$ cat src/rtl/fatlb_pkg.sv
// Shared constants and types for the fully associative LRU TLB.
// No dependencies; used by every module of the block by scoped name.
package fatlb_pkg;

    // Structural defaults handed to the top-level parameters
    localparam int MAX_ENTRIES_DEF  = 128;
    localparam int ADDRESS_BITS_DEF = 32;

    // Configuration register layout
    localparam int CFG_IDX_W  = 1;
    localparam int CFG_DATA_W = 8;
    localparam logic [CFG_IDX_W-1:0] CFG_IDX_OFFSET_BITS    = 1'b0;
    localparam logic [CFG_IDX_W-1:0] CFG_IDX_ENTRIES_IN_USE = 1'b1;

    localparam int OFFSET_W = 5;
    localparam int ENTRIES_W = 8;
    localparam logic [OFFSET_W-1:0]  OFFSET_RESET  = 5'd12;
    localparam logic [ENTRIES_W-1:0] ENTRIES_RESET = 8'd128;

    // Smallest page offset; fixes the widest page number
    localparam int OFFSET_MIN  = 5;
    localparam int ENTRIES_MIN = 2;

    // Running counters
    localparam int COUNT_W = 32;
    localparam logic [COUNT_W-1:0] COUNT_MAX = {COUNT_W{1'b1}};

    // Sequencer to compare unit control
    typedef struct packed {
        logic clr;     // start of a new lookup
        logic step;    // one entry's read data is present
        logic in_use;  // that entry takes part in lookup and replacement
    } t_scan_ctl;

endpackage

$ cat src/rtl/fatlb_store.sv
// Entry store: tag and recency memories, per-entry valid bits and the
// deferred recency update that is folded into each sweep. Uses fatlb_pkg.
module fatlb_store #(
    parameter int MAX_ENTRIES = fatlb_pkg::MAX_ENTRIES_DEF,
    parameter int PAGE_W      = fatlb_pkg::ADDRESS_BITS_DEF - fatlb_pkg::OFFSET_MIN
) (
    input  logic                           i_clk,
    input  logic                           i_rst_n,
    // sweep read port
    input  logic                           i_rd_en,
    input  logic [$clog2(MAX_ENTRIES)-1:0] i_rd_idx,
    output logic                           o_q_vld,
    output logic [$clog2(MAX_ENTRIES)-1:0] o_q_idx,
    output logic [PAGE_W-1:0]              o_q_tag,
    output logic                           o_q_valid,
    output logic [$clog2(MAX_ENTRIES)-1:0] o_q_rank,
    // tag fill on a miss
    input  logic                           i_wr_en,
    input  logic [$clog2(MAX_ENTRIES)-1:0] i_wr_idx,
    input  logic [PAGE_W-1:0]              i_wr_tag,
    // recency update to apply during the next sweep
    input  logic                           i_touch_set,
    input  logic [$clog2(MAX_ENTRIES)-1:0] i_touch_idx,
    input  logic [$clog2(MAX_ENTRIES)-1:0] i_touch_rank
);

    localparam int IDX_W = $clog2(MAX_ENTRIES);

    logic [PAGE_W-1:0] r_tag_mem  [MAX_ENTRIES];
    logic [IDX_W-1:0]  r_rank_mem [MAX_ENTRIES];
    logic [MAX_ENTRIES-1:0] r_valid;
    logic [MAX_ENTRIES-1:0] r_rank_ok;   // rank entry written since reset

    logic              r_q_vld;
    logic [IDX_W-1:0]  r_q_idx;
    logic [PAGE_W-1:0] r_q_tag;
    logic              r_q_valid;
    logic [IDX_W-1:0]  r_q_rank;
    logic              r_q_ok;

    logic              r_pend_vld;
    logic [IDX_W-1:0]  r_pend_idx;
    logic [IDX_W-1:0]  r_pend_rank;

    logic [IDX_W-1:0]  raw_rank;
    logic [IDX_W-1:0]  cor_rank;

    // An unwritten rank reads as the entry's own index
    assign raw_rank = r_q_ok ? r_q_rank : r_q_idx;

    // Pending touch: the touched entry goes to rank zero, younger ones age
    always_comb begin
        cor_rank = raw_rank;
        if (r_pend_vld) begin
            if (r_q_idx == r_pend_idx) begin
                cor_rank = '0;
            end else if (raw_rank < r_pend_rank) begin
                cor_rank = raw_rank + 1'b1;
            end
        end
    end

    // Memory read, rank write-back and tag fill
    always_ff @(posedge i_clk) begin
        if (i_rd_en) begin
            r_q_tag  <= r_tag_mem[i_rd_idx];
            r_q_rank <= r_rank_mem[i_rd_idx];
        end
        if (r_q_vld) begin
            r_rank_mem[r_q_idx] <= cor_rank;
        end
        if (i_wr_en) begin
            r_tag_mem[i_wr_idx] <= i_wr_tag;
        end
    end

    // Control state: valid bits, read pipeline, pending touch
    always_ff @(posedge i_clk) begin
        if (!i_rst_n) begin
            r_valid     <= '0;
            r_rank_ok   <= '0;
            r_q_vld     <= 1'b0;
            r_q_idx     <= '0;
            r_q_valid   <= 1'b0;
            r_q_ok      <= 1'b0;
            r_pend_vld  <= 1'b0;
            r_pend_idx  <= '0;
            r_pend_rank <= '0;
        end else begin
            r_q_vld <= i_rd_en;
            if (i_rd_en) begin
                r_q_idx   <= i_rd_idx;
                r_q_valid <= r_valid[i_rd_idx];
                r_q_ok    <= r_rank_ok[i_rd_idx];
            end
            if (r_q_vld) begin
                r_rank_ok[r_q_idx] <= 1'b1;
            end
            if (i_wr_en) begin
                r_valid[i_wr_idx] <= 1'b1;
            end
            if (i_touch_set) begin
                r_pend_vld  <= 1'b1;
                r_pend_idx  <= i_touch_idx;
                r_pend_rank <= i_touch_rank;
            end
        end
    end

    assign o_q_vld   = r_q_vld;
    assign o_q_idx   = r_q_idx;
    assign o_q_tag   = r_q_tag;
    assign o_q_valid = r_q_valid;
    assign o_q_rank  = cor_rank;

endmodule

$ cat config.mk
export PLATFORM = sky130hd
export DESIGN_NAME = fatlb_store
export DESIGN_NICKNAME = d
export VERILOG_FILES = /design/src/rtl/fatlb_pkg.sv /design/src/rtl/fatlb_store.sv
export SDC_FILE = /design/constraint.sdc
export NUM_CORES = 2
export LEC_CHECK = 0
export ABC_AREA = 1
export BUFFER_PORTS_ARGS = -buffer_cell sky130_fd_sc_hd__buf_4
export CELL_PAD_IN_SITES_DETAIL_PLACEMENT = 1
export CELL_PAD_IN_SITES_GLOBAL_PLACEMENT = 2
export CORE_MARGIN = 8
export CORE_UTILIZATION = 40
export DETAILED_ROUTE_END_ITERATION = 8
export PLACE_DENSITY = 0.83
export SYNTH_ARGS = -nofsm -noshare
export SYNTH_HDL_FRONTEND = slang
export SYNTH_MEMORY_MAX_BITS = 65536
export SYNTH_SLANG_ARGS = --single-unit
$ cat constraint.sdc
create_clock -name i_clk -period 22.6 [get_ports i_clk]
set_input_delay 4.52 -clock i_clk [delete_from_list [all_inputs] [get_ports i_clk]]
set_output_delay 4.52 -clock i_clk [all_outputs]
set_load 0.01 [all_outputs]
# Word level (Yosys, flattened, before mapping)

Memory sizes are Yosys's and may differ from the RTL's. A register that Yosys moved wholly into a read port is not among the register bits.
Index checks and enable logic that the tools add are counted.

Bits of input ports: 60
Memories kept: 2
Register bits after elaboration: 281
Memory bits (writable): 4352

Memory list:

| memory     | depth | width | read ports | clocked after Yosys merged registers in | wr ports | line              | source |
|---|---|---|---|---|---|---|---|
| r_tag_mem  | 128   | 27    | 1          | 1                                       | 1        | fatlb_store.sv:29 | `logic [PAGE_W-1:0] r_tag_mem [MAX_ENTRIES];` |
| r_rank_mem | 128   | 7     | 1          | 1                                       | 1        | fatlb_store.sv:30 | `logic [IDX_W-1:0] r_rank_mem [MAX_ENTRIES];` |

Equal/unequal tests: 1
$add $sub $neg: 1
Reductions and logical operators: 2
Order comparisons: 6
Bitwise gates (word level): 2
Muxes and demuxes: 16

Operators with widths:

| cell                                                                  | count |
|---|---|
| 128-bit bitwise OR                                                    | 2 |
| 7-bit 2-to-1 mux                                                      | 4 |
| 7-bit by 8-bit < comparator with 1-bit output, second input constant  | 3 |
| 1-bit binary-select mux with 7-bit select                             | 2 |
| 1-bit demux with 7-bit select                                         | 2 |
| 7-bit by 1-bit >= comparator with 1-bit output, second input constant | 2 |
| 1-bit 2-to-1 mux                                                      | 8 |
| 7-bit by 1-bit adder with 7-bit output, second input constant         | 1 |
| 7-bit == test                                                         | 1 |
| 7-bit < comparator                                                    | 1 |
| 1-bit logical AND                                                     | 2 |

# Depth between registers and ports, before layout

Depth after elaboration: 5
Depth in mapped cells: 17
Mapped depth without buffers: 13

# Worst setup path after synthesis

Ideal clock, no wire load.

Kind: flip-flop to output port
Start: register r_q_idx[6], in the netlist o_q_idx[6]
End: output o_q_rank[1]
Cell stages (with the launch flop): 11
Buffers on the path: 0
Setup slack: 11.022 ns
Required time: 18.080 ns
Data arrival time: 7.058 ns
Cells stage by stage: dfxtp_1 inv_1 o21ai_0 ha_1 nand2_1 nor2_1 a211oi_1 nand2_1 inv_1 nor2_1 o21ai_0

Cells in the longest elaborated chain, start to end: 5

RTL lines:

| item                   | line              | source |
|---|---|---|
| from (decl)            | fatlb_store.sv:35 | `logic [IDX_W-1:0] r_q_idx;` |
| from (signal assigned) | fatlb_store.sv:92 | `r_q_idx <= i_rd_idx;` |
| 7-bit 2-to-1 mux       | fatlb_store.sv:49 | `assign raw_rank = r_q_ok ? r_q_rank : r_q_idx;` |
| 7-bit < comparator     | fatlb_store.sv:57 | `end else if (raw_rank < r_pend_rank) begin` |
| 7-bit 2-to-1 mux       | fatlb_store.sv:57 |  |
| 7-bit 2-to-1 mux (*)   | fatlb_store.sv:55 | `if (r_q_idx == r_pend_idx) begin` |
| 7-bit 2-to-1 mux (*)   | fatlb_store.sv:54 | `if (r_pend_vld) begin` |
| to (decl)              | fatlb_store.sv:16 | `output logic [$clog2(MAX_ENTRIES)-1:0] o_q_rank,` |

Every way passes the cells marked *; elsewhere a longest branch is shown, timed or not.

# Worst setup path in the final report

Start: register r_q_idx[5], in the netlist o_q_idx[5]
End: output o_q_rank[1]

The elaborated chain is that of the path after synthesis.

==> flow_metrics.tcl <==
set metrics [dict create \
    status "complete, no violations" \
    netlist_area_mm2 0.1839 \
    multiInputGateArea_mm2 0.04236 \
    p_leak_nw 66.27 \
    grt_pass1_wl_um 895400 \
    slew_headroom 0.1173 \
    finalWirelength_um 629300 \
    fin_nets 14790 \
    numPlacedInstances 20400 \
    coreArea_mm2 0.4589 \
    startpoint_type "register" \
    min_period_over_period 0.4119 \
    post_cts_resized 0 \
    dieArea_mm2 0.4817 \
    synth_area_leaders "edfxtp_1 72%, nor2_1 6.2%, o21ai_0 5.9%" \
    worstMarginPinSlew_ns 1.321 \
    dp_hpwl_um 346000 \
    fin_tns_setup_ns 0 \
    ant_nets 0 \
    synth_nets 15010 \
    numCtsBuffers 475 \
    cts_tree "built" \
    ff_latch_area_mm2 0.1373 \
    drc 0 \
    start_util 0.4008 \
    antenna_found_initial 51 \
    fin_util 0.4501 \
    p_per_area_mw_per_mm2 90.77 \
    die_w_um 694.1 \
    drt-initial-drc-count 14910 \
    dp_slack_ns 12.47 \
    cp.arrival_ns 4.79 \
    vdd_drop_max_mv 0.07069 \
    yosys.area.top_type "edfxtp_1" \
    hold_path.class "register to register" \
    finalPower_mw 18.75 \
    fin_skew_ns 0.1009 \
    root_buffer "clkbuf_16" \
    syn_avg_cell_area_um2 12.31 \
    cts_max_path_buffers 4 \
    grt_pass1_vias 127500 \
    final_cell_mix "4386 x edfxtp_1, 2903 x nor2_1, 2182 x o21ai_0, 1458 x nand2_1, 1263 x nand3_1" \
    num_vias 126900 \
    grt_start_max_net_pins 286 \
    post_cts_hold_buffer_count 0 \
    ys_ff_latch 4667 \
    ys_types 29 \
    cts_max_level 5 \
    layout_setup_ws_ns 13.29 \
    ios 103 \
    instances_no_fill 21300 \
    num-fill-cells 47090 \
    portBuffers 102 \
    fmax_mhz 107.4 \
    slew_viol_final 0 \
    end_kind "output port" \
    cts_num_sinks 4667 \
    syn-instance-count 14940 \
    layout_commonest_cell "edfxtp_1" \
    drive_gt1_frac 0.07867 \
    crit_type "register to output port" \
    gp_congestion 0.8125 \
    grt_usage 0.2501 \
    syn2layout_area_growth_pct 12.32 \
    worst-path-max-fanout 54 \
    clk_pin_slew_ns 0.06 \
    synth_top_area_frac 0.7161 \
    yosys_warnings 0 \
    first_pass_iters 6 \
    drv_cap 0 \
    cts_setup_buffers 0 \
    clk_latency_ns 1.04 \
    grt_setup_unrepaired "no" \
    min_period_ns 9.309 \
    setup_viol 0 \
    cp.required_ns 18.08 \
    hold_violations 0 \
    die_h_um 694.1 \
    overflow 0 \
    rows 249 \
    wire_per_inst_um 29.54 \
    seq_area_frac_synth 0.7467 \
    viasPerCell 5.958 \
]
## cells by family after synthesis
logic type	after synthesis	synth area share
AOI/OAI and AO/OA	3311	0.09756
xor gates and xnor gates	11	0.0005239
adders and majority gates	7	0.0004762
buffers and inverters	1173	0.02824
DFF	4667	0.7467
and+or+nand+nor	5771	0.1265
## layer usage
metal / global-route usage / vias to the layer above / routed length (um)
li1: - / 53990 / -
met1: 0.3412 / 65960 / 257200
met2: 0.3973 / 5776 / 290200
met3: 0.04439 / 1145 / 54330
met4: 0.1019 / 30 / 27350
met5: 0 / - / 201
## layout make-up
class | instances | area share
inverters | 112 | 0.002386
multi-input cells | 9100 | 0.2050
repair buffers | 370 | 0.01546
clock inverters | 277 | 0.01314
flip-flops and latches | 4667 | 0.6648
clock buffers | 614 | 0.06175
well taps | 6149 | 0.03724
diodes | 12 | 0.0001454
## per-stage QoR
stage | area [um2] | hold slack (ns)
floorplan | 183900 | 0.4347
global placement | 191100 | 0.4486
detailed placement | 191100 | 0.4575
CTS | 206500 | 0.4716
global route | 206600 | 0.4810
finish | 206600 | 0.4674
## critical path, cell delays in order (launching register included)
cell	delay [ns]
dfxtp_1	0.71
inv_1	0.12
o21ai_0	0.61
ha_1	0.36
nand2_1	0.08
nor2_1	0.05
a211oi_1	0.30
nand2_1	0.24
inv_1	0.21
nor2_1	0.10
o21ai_4	0.14
buf_4	0.52
buf_4	0.24
## synth_stat cells, drive strengths merged
| cell type | n |
|---|---|
| edfxtp | 4386 |
| clkinv | 5 |
| clkbuf | 631 |
| nand2 | 1461 |
| o21a | 2 |
| o22ai | 1088 |
| nor3 | 10 |
| a211oi | 2 |
| nand3 | 1263 |
| xor2 | 3 |
| a31oi | 1 |
| buf | 430 |
| nor2 | 3033 |
| o21ai | 2203 |
| inv | 107 |
| or2 | 1 |
| a21oi | 15 |
| nand4 | 3 |
| ha | 7 |
| dfxtp | 281 |
| xnor2 | 8 |
## path summary, 6_finish.rpt
check	end	cells after the start	slack, ns	from
hold / removal	r_rank_ok[5]$_SDFFE_PN0P_	2	0.47	r_rank_ok[5]$_SDFFE_PN0P_
setup / recovery	o_q_rank[1]	12	13.29	o_q_idx[5]$_SDFFE_PN0P_
hold reg to reg	r_rank_ok[5]$_SDFFE_PN0P_	2	0.47	r_rank_ok[5]$_SDFFE_PN0P_
setup reg to reg	r_rank_mem[92][4]$_DFFE_PP_	14	17.68	o_q_idx[5]$_SDFFE_PN0P_
## state kept, by name (all words and copies together), names as in the netlist, 7 cells and up
signal       count
r_pend_idx       7
r_tag_mem     3456
r_pend_rank      7
r_rank_ok      128
r_valid        128
r_rank_mem     896
r_q_rank         7
o_q_tag         27
o_q_idx          7
## report_power, final
part | total (mW) | internal [mW] | switching, mW
registers | 9.58 | 9.55 | 0.0298
logic | 1.26 | 0.258 | 1.01
clock network | 7.90 | 4.49 | 3.42
total | 18.8 | 14.3 | 4.45
No activity file was read; power rests on OpenSTA's default activity.
