==> src/rtl/fatlb_pkg.sv <==
// Shared constants and types for the fully associative LRU TLB.
// No dependencies; used by every module of the block by scoped name.
package fatlb_pkg;

    // Structural defaults handed to the top-level parameters
    localparam int MAX_ENTRIES_DEF  = 128;
    localparam int ADDRESS_BITS_DEF = 32;

    // Configuration register layout
    localparam int CFG_IDX_W  = 1;
    localparam int CFG_DATA_W = 8;
    localparam logic [CFG_IDX_W-1:0] CFG_IDX_OFFSET_BITS    = 1'b0;
    localparam logic [CFG_IDX_W-1:0] CFG_IDX_ENTRIES_IN_USE = 1'b1;

    localparam int OFFSET_W = 5;
    localparam int ENTRIES_W = 8;
    localparam logic [OFFSET_W-1:0]  OFFSET_RESET  = 5'd12;
    localparam logic [ENTRIES_W-1:0] ENTRIES_RESET = 8'd128;

    // Smallest page offset; fixes the widest page number
    localparam int OFFSET_MIN  = 5;
    localparam int ENTRIES_MIN = 2;

    // Running counters
    localparam int COUNT_W = 32;
    localparam logic [COUNT_W-1:0] COUNT_MAX = {COUNT_W{1'b1}};

    // Sequencer to compare unit control
    typedef struct packed {
        logic clr;     // start of a new lookup
        logic step;    // one entry's read data is present
        logic in_use;  // that entry takes part in lookup and replacement
    } t_scan_ctl;

endpackage

==> src/rtl/fatlb_cmp.sv <==
// Shared compare unit: one entry per step, tracking the first hit, the
// first empty entry and the oldest entry in use. Uses fatlb_pkg.
module fatlb_cmp #(
    parameter int IDX_W  = $clog2(fatlb_pkg::MAX_ENTRIES_DEF),
    parameter int PAGE_W = fatlb_pkg::ADDRESS_BITS_DEF - fatlb_pkg::OFFSET_MIN
) (
    input  logic                  i_clk,
    input  logic                  i_rst_n,
    input  fatlb_pkg::t_scan_ctl  i_ctl,
    input  logic [PAGE_W-1:0]     i_page,
    input  logic [IDX_W-1:0]      i_idx,
    input  logic [PAGE_W-1:0]     i_tag,
    input  logic                  i_valid,
    input  logic [IDX_W-1:0]      i_rank,
    output logic                  o_found,
    output logic [IDX_W-1:0]      o_slot,
    output logic [IDX_W-1:0]      o_slot_rank
);

    logic             r_found, r_empty, r_old_seen;
    logic [IDX_W-1:0] r_hit_idx, r_hit_rank;
    logic [IDX_W-1:0] r_emp_idx, r_emp_rank;
    logic [IDX_W-1:0] r_old_idx, r_old_rank;

    logic take;
    assign take = i_ctl.step && i_ctl.in_use;

    // Scan trackers; first match wins, strictly greater rank replaces
    always_ff @(posedge i_clk) begin
        if (!i_rst_n || i_ctl.clr) begin
            r_found    <= 1'b0;
            r_empty    <= 1'b0;
            r_old_seen <= 1'b0;
        end else if (take) begin
            if (!r_found && i_valid && (i_tag == i_page)) begin
                r_found <= 1'b1;
            end
            if (!r_empty && !i_valid) begin
                r_empty <= 1'b1;
            end
            if (!r_old_seen || (i_rank > r_old_rank)) begin
                r_old_seen <= 1'b1;
            end
        end
    end

    // Payload captured alongside the trackers
    always_ff @(posedge i_clk) begin
        if (take) begin
            if (!r_found && i_valid && (i_tag == i_page)) begin
                r_hit_idx  <= i_idx;
                r_hit_rank <= i_rank;
            end
            if (!r_empty && !i_valid) begin
                r_emp_idx  <= i_idx;
                r_emp_rank <= i_rank;
            end
            if (!r_old_seen || (i_rank > r_old_rank)) begin
                r_old_idx  <= i_idx;
                r_old_rank <= i_rank;
            end
        end
    end

    // Slot choice: hit, else first empty entry, else least recent
    always_comb begin
        priority if (r_found) begin
            o_slot      = r_hit_idx;
            o_slot_rank = r_hit_rank;
        end else if (r_empty) begin
            o_slot      = r_emp_idx;
            o_slot_rank = r_emp_rank;
        end else begin
            o_slot      = r_old_idx;
            o_slot_rank = r_old_rank;
        end
    end

    assign o_found = r_found;

endmodule
==> config.mk <==
export PLATFORM = sky130hd
export DESIGN_NAME = fatlb_cmp
export DESIGN_NICKNAME = d
export VERILOG_FILES = /design/src/rtl/fatlb_pkg.sv /design/src/rtl/fatlb_cmp.sv
export SDC_FILE = /design/constraint.sdc
export NUM_CORES = 1
export LEC_CHECK = 0
export BUFFER_PORTS_ARGS = -buffer_cell sky130_fd_sc_hd__buf_2
export CAP_MARGIN = 20
export CORE_ASPECT_RATIO = 0.5
export CORE_UTILIZATION = 50
export CTS_CLUSTER_SIZE = 16
export DETAILED_ROUTE_END_ITERATION = 8
export PLACE_DENSITY = 0.83
export SLEW_MARGIN = 0
export SYNTH_ARGS = -nofsm -noshare
export SYNTH_HDL_FRONTEND = slang
export SYNTH_SLANG_ARGS = --single-unit
==> constraint.sdc <==
create_clock -name i_clk -period 7.1 [get_ports i_clk]
set_clock_uncertainty 0.1 [all_clocks]
set_input_delay 0 -clock i_clk [delete_from_list [all_inputs] [get_ports i_clk]]
set_output_delay 0 -clock i_clk [all_outputs]
set_load 0.05 [all_outputs]
# Yosys cells after proc, flatten, opt, wreduce, memory -nomap -nowiden
# Index checks and enable logic that the tools add are counted.
[totals]
reg_bits = 45
input_bits = 74
out_inout_bits = 15
word_cells = 29
[op_classes]
n_lt_le_gt_ge = 1
n_eq_ne = 1
mux = 4
reduce_logical = 14
[ops]
columns = ["operator", "count"]
rows = [
  ["7-bit 2-to-1 mux", 4],
  ["27-bit equality test", 1],
  ["7-bit greater-than comparator", 1],
  ["2-bit AND reduction", 3],
  ["1-bit logical NOT", 5],
  ["1-bit logical AND", 4],
  ["1-bit logical OR", 2],
]

# Logic depth before layout (Yosys ltp)
[logic_depth]
depth_word = 4
mapped_depth = 7
ltp_nobuf = 7

# Least setup slack after synthesis
# No wires, ideal clock.
[synth_timing]
path_kind = "register to register"
start = "reg r_found, in the netlist o_found"
end = "reg r_hit_idx[0], enable pin"
setup_time_ns = 0.397
arrival_ns = 1.885
t_required_ns = 6.603
slack_ns = 4.718
stages_incl_launch_ff = 4
path_buffers = 0
synth_period_minus_slack_ns = 2.382
path_cell_list = "dfxtp_1 -> nor4b_1 -> nand4_1 -> nor4_2"
[synth_via]
elab_chain_len = 4
[synth_lines]
columns = ["item", "line", "rtl"]
rows = [
  ["start, declared", "fatlb_cmp.sv:20", "logic r_found, r_empty, r_old_seen;"],
  ["start signal, assigned", "fatlb_cmp.sv:31", "r_found <= 1'b0;"],
  ["start signal, assigned", "fatlb_cmp.sv:36", "r_found <= 1'b1;"],
  ["1-bit logical NOT", "fatlb_cmp.sv:50", "if (!r_found && i_valid && (i_tag == i_page)) begin"],
  ["1-bit logical AND (2 in a row)", "fatlb_cmp.sv:50", ""],
  ["2-bit AND reduction (no line)", "--", ""],
  ["end signal, assigned", "fatlb_cmp.sv:51", "r_hit_idx <= i_idx;"],
  ["end, declared", "fatlb_cmp.sv:21", "logic [IDX_W-1:0] r_hit_idx, r_hit_rank;"],
]
# Every way passes these cells.
# A chain may end at the register's enable or synchronous reset.

# Worst setup path in the final report
[layout_timing]
start = "reg r_found, in the netlist o_found"
end = "reg r_hit_idx[5], enable pin"
# The elaborated chain is that of the path after synthesis.

==> impl_metrics.prom <==
# TYPE chip_impl_metric gauge
chip_impl_metric{name="yosysWarnings",unit=""} 0
chip_impl_metric{name="design.core.area",unit="mm2"} 0.00400
chip_impl_metric{name="synthesis.instances",unit=""} 164
chip_impl_metric{name="die_h",unit="um"} 48.4
chip_impl_metric{name="clkSinkCount",unit=""} 45
chip_impl_metric{name="die_x",unit="um"} 94.7
chip_impl_metric{name="number_of_global_route_vias_before_repair",unit=""} 1734
chip_impl_metric{name="vias_per_cell",unit=""} 5.05
chip_impl_metric{name="internal_power",unit="uW"} 408
chip_impl_info{name="reg2reg_from",value="o_found$_SDFFE_PP0P_"} 1
chip_impl_metric{name="simple_gate_share_of_the_synthesized_area",unit="%"} 8.97
chip_impl_metric{name="yosys.area_share.xor_xnor",unit="%"} 11.0
chip_impl_metric{name="sw_frac_of_total",unit="%"} 24.8
chip_impl_metric{name="asyncSetResetFlopFracSynth",unit="%"} 0
chip_impl_metric{name="post_synthesis_average_cell_area",unit="um2"} 13.1
chip_impl_metric{name="clk_transition_reported_paths",unit="ns"} 0.08
chip_impl_metric{name="htree_levels",unit=""} 2
chip_impl_metric{name="place.port_buffers",unit=""} 88
chip_impl_metric{name="detailed_place_hpwl",unit="um"} 3170
chip_impl_metric{name="post_route_cells_drive_above_1_share",unit="%"} 36.6
chip_impl_metric{name="drt_first_iter_violations",unit=""} 75
chip_impl_metric{name="sequential_element_share_of_the_synthesized_area",unit="%"} 61.5
chip_impl_metric{name="wl_per_cell",unit="um"} 14.3
chip_impl_metric{name="tightest_slew",unit="ns"} 1.06
chip_impl_metric{name="finalWorstPathRequiredPeriod",unit="ns"} 2.61
chip_impl_metric{name="globalRouteTotalUtil",unit="%"} 22.1
chip_impl_metric{name="synth_edf_count",unit=""} 42
chip_impl_metric{name="seq_power_share",unit="%"} 55.4
chip_impl_info{name="largest_family_of_logic_cells_by_synthesized_area",value="XOR/XNOR gates"} 1
chip_impl_metric{name="largest_net_degree_at_the_start_of_global_routing",unit=""} 32
chip_impl_info{name="outcome",value="completed"} 1
chip_impl_metric{name="yosys_register_bits",unit=""} 45
chip_impl_metric{name="power_frac_comb",unit="%"} 16.3
chip_impl_metric{name="max_freq",unit="GHz"} 0.383
chip_impl_metric{name="syn2layout_area_growth",unit="%"} 37.3
chip_impl_info{name="root_buffer_cell",value="clkbuf_8"} 1
chip_impl_metric{name="final_core_util",unit="%"} 73.7
chip_impl_metric{name="routed-via-count",unit=""} 1666
chip_impl_metric{name="synth_compound_area_share",unit="%"} 5.71
chip_impl_metric{name="relSlewSlack",unit="%"} 28.6
chip_impl_info{name="unrepaired_setup_endpoints_after_global_routing",value="false"} 1
chip_impl_info{name="yosys.area.top_type",value="edfxtp_1"} 1
chip_impl_metric{name="max_cap_violations",unit=""} 0
chip_impl_metric{name="setup_violations",unit=""} 0
chip_impl_metric{name="power.switching",unit="uW"} 134
chip_impl_metric{name="initial_standard_cell_utilization_of_the_core",unit="%"} 53.7
chip_impl_metric{name="power_frac_clock",unit="%"} 28.4
chip_impl_metric{name="finalSetupTns",unit="ns"} 0
chip_impl_metric{name="antenna_found_initial",unit=""} 0
chip_impl_info{name="worstHoldStart",value="i_rst_n"} 1
chip_impl_info{name="ys_dominant_reg_cell",value="edfxtp_1"} 1
chip_impl_metric{name="yosysUniqueCellTypes",unit=""} 25
chip_impl_metric{name="worstRegToRegCells",unit=""} 3
chip_impl_metric{name="report.final.slew_viol_count",unit=""} 0
chip_impl_metric{name="critPathArrivalTime",unit="ns"} 2.42
chip_impl_metric{name="std_cell_rows",unit=""} 16
chip_impl_metric{name="yosys-mux-area-fraction",unit="%"} 6.52
chip_impl_metric{name="die_area",unit="mm2"} 0.00458
chip_impl_info{name="cts_tree",value="built"} 1
chip_impl_metric{name="ir_worst_vdd",unit="mV"} 0.0890
chip_impl_info{name="cp-start-kind",value="register"} 1
chip_impl_metric{name="clock_latency",unit="ns"} 0.30
chip_impl_info{name="crit_path_start",value="o_found$_SDFFE_PP0P_"} 1
chip_impl_metric{name="mappedNetlistArea",unit="mm2"} 0.00215
chip_impl_metric{name="leakage",unit="nW"} 1.22
chip_impl_info{name="netlist_top_cells_area",value="edfxtp_1 59%, xor2_1 6.9%, mux2i_1 6.5%"} 1
chip_impl_metric{name="post_cts_setup_repair_bufs",unit=""} 0
chip_impl_metric{name="synth_adder_area_share",unit="%"} 4.08
chip_impl_metric{name="detailedRoute.firstPassIterationCount",unit=""} 4
chip_impl_info{name="timing.hold.worst.class",value="in2reg"} 1
chip_impl_info{name="worst-setup-path-type",value="reg2reg"} 1
chip_impl_metric{name="num-nets-final",unit=""} 356
chip_impl_metric{name="power_density",unit="mW/mm2"} 184
chip_impl_metric{name="gp_routability_congestion",unit=""} 0.722
chip_impl_metric{name="fin_hold_viols",unit=""} 0
chip_impl_metric{name="grt.overflow.total",unit=""} 0
chip_impl_metric{name="worst_hold_path.num_cells",unit=""} 3
chip_impl_metric{name="cts-buffers-inserted",unit=""} 5
chip_impl_metric{name="global_route_wire_length_before_repair",unit="um"} 7470
chip_impl_metric{name="io_pins",unit=""} 89
chip_impl_metric{name="cp_max_fo",unit=""} 31
chip_impl_metric{name="synth_largest_type_area_fraction",unit="%"} 58.7
chip_impl_metric{name="mappedNetlistNets",unit=""} 245
chip_impl_info{name="endpoint_kind",value="register"} 1
chip_impl_metric{name="finalCritPeriodShare",unit="%"} 36.7
chip_impl_metric{name="detail-route-antenna-nets",unit=""} 0
chip_impl_metric{name="required",unit="ns"} 6.91
chip_impl_metric{name="antenna-diode-count",unit=""} 0
chip_impl_metric{name="drt-total-wl",unit="um"} 4720
chip_impl_metric{name="drt_drc_violations_left",unit=""} 0
chip_impl_metric{name="cts_max_path_buffers",unit=""} 2
==> metal layers <==
metal / GRT usage (%) / share of wire, % / vias to the layer above / wire length [um]
met5: 0 / 0 / - / 0
met4: 11.4 / 1.5 / 0 / 71
met3: 5.35 / 7.7 / 6 / 362
met2: 39.7 / 53 / 78 / 2520
met1: 24.3 / 37 / 766 / 1770
li1: - / - / 816 / -
==> repair_timing <==
action,4_1_cts,5_1_grt
endpoints found under the hold margin,48,0
resized for setup,0,0
hold buffers,19,0
==> power by group through the flow <==
| stage | Clock (mW) | Combinational (mW) | Sequential (mW) |
|---|---|---|---|
| floorplan | 0 | 0.0434 | 0.305 |
| global placement | 0 | 0.0753 | 0.306 |
| detailed placement | 0 | 0.0783 | 0.306 |
| CTS | 0.156 | 0.0863 | 0.300 |
| global route | 0.167 | 0.0954 | 0.301 |
| finish | 0.154 | 0.0882 | 0.300 |
==> Yosys cell counts (2+ instances only) <==
| cell | number |
|---|---|
| nand3_1 | 2 |
| mux2i_1 | 14 |
| nand2_1 | 15 |
| nand2b_1 | 3 |
| o21ai_1 | 15 |
| xnor2_1 | 10 |
| a21oi_1 | 4 |
| clkbuf_1 | 3 |
| ha_1 | 7 |
| nand4_1 | 3 |
| nor2_1 | 5 |
| dfxtp_1 | 3 |
| edfxtp_1 | 42 |
| inv_1 | 7 |
| nor4_1 | 4 |
| xor2_1 | 17 |
| buf_2 | 2 |
==> metrics by stage <==
stage | total power [mW] | setup slack, ns | hold slack (ns) | area [um2] | cells
3_3_place_gp | 0.381 | 4.59 | 0.100 | 2660 | 302
5_1_grt | 0.563 | 4.33 | 0.0713 | 2950 | 330
2_1_floorplan | 0.348 | 4.72 | -0.00113 | 2150 | 164
3_5_place_dp | 0.384 | 4.49 | 0.105 | 2670 | 303
4_1_cts | 0.543 | 4.49 | 0.0311 | 2950 | 330
6_report | 0.542 | 4.49 | 0.0442 | 2950 | 330
==> flip-flops by register name, summed over array words and instances, names as in the netlist <==
| register | count |
|---|---|
| r_emp_idx | 7 |
| r_hit_idx | 7 |
| o_found | 1 |
| r_old_rank | 7 |
| r_old_idx | 7 |
| r_hit_rank | 7 |
| r_emp_rank | 7 |
| r_empty | 1 |
| r_old_seen | 1 |
==> cell type report <==
| type | instances | area [um2] |
|---|---|---|
| Multi-Input combinational cell | 107 | 793 |
| Timing Repair Buffer | 109 | 649 |
| Sequential cell | 45 | 1320 |
| Inverter | 7 | 26.3 |
| Fill cell | 278 | 1050 |
| Clock inverter | 3 | 22.5 |
| Clock buffer | 5 | 68.8 |
| Tap cell | 54 | 67.6 |
==> cell usage in the layout (no fill, tap or decap) <==
| cell type | n |
|---|---|
| nand3_1 | 2 |
| dlygate4sd3_1 | 19 |
| nor4_1 | 4 |
| o21ba_1 | 1 |
| nand4_2 | 1 |
| xnor2_1 | 10 |
| nor2b_1 | 1 |
| clkinv_4 | 2 |
| xor2_1 | 17 |
| nand4_1 | 3 |
| dfxtp_1 | 3 |
| buf_2 | 88 |
| o21ai_1 | 15 |
| edfxtp_1 | 42 |
| nor3_2 | 1 |
| a21o_1 | 1 |
| mux2i_1 | 14 |
| clkinv_2 | 1 |
| clkbuf_8 | 5 |
| buf_4 | 1 |
| a221o_1 | 1 |
| buf_6 | 1 |
| nand2_1 | 15 |
| nor4_4 | 1 |
| nor4b_1 | 1 |
| nor2_1 | 5 |
| inv_1 | 7 |
| nand2b_1 | 3 |
| a21oi_1 | 4 |
| ha_1 | 7 |
==> final timing paths <==
check	slack, ns	to
max	4.49	r_hit_idx[5]$_DFFE_PP_
min	0.04	o_found$_SDFFE_PP0P_
max reg2reg	4.49	r_hit_idx[5]$_DFFE_PP_
min reg2reg	0.80	r_old_rank[5]$_DFFE_PP_
==> logic make-up after synthesis <==
family          Yosys count
buf+inv                  12
mux                      14
fa+ha+maj                 7
flops                    45
simple gates             37
xor+xnor                 27
compound gates           22
==> critical path, stage by stage (launching register included) <==
cell and delay, ns:
dfxtp_1 0.64, nor4b_1 0.41, nand4_1 0.18, nor4_4 0.90
(Power assumes the default switching activity.)
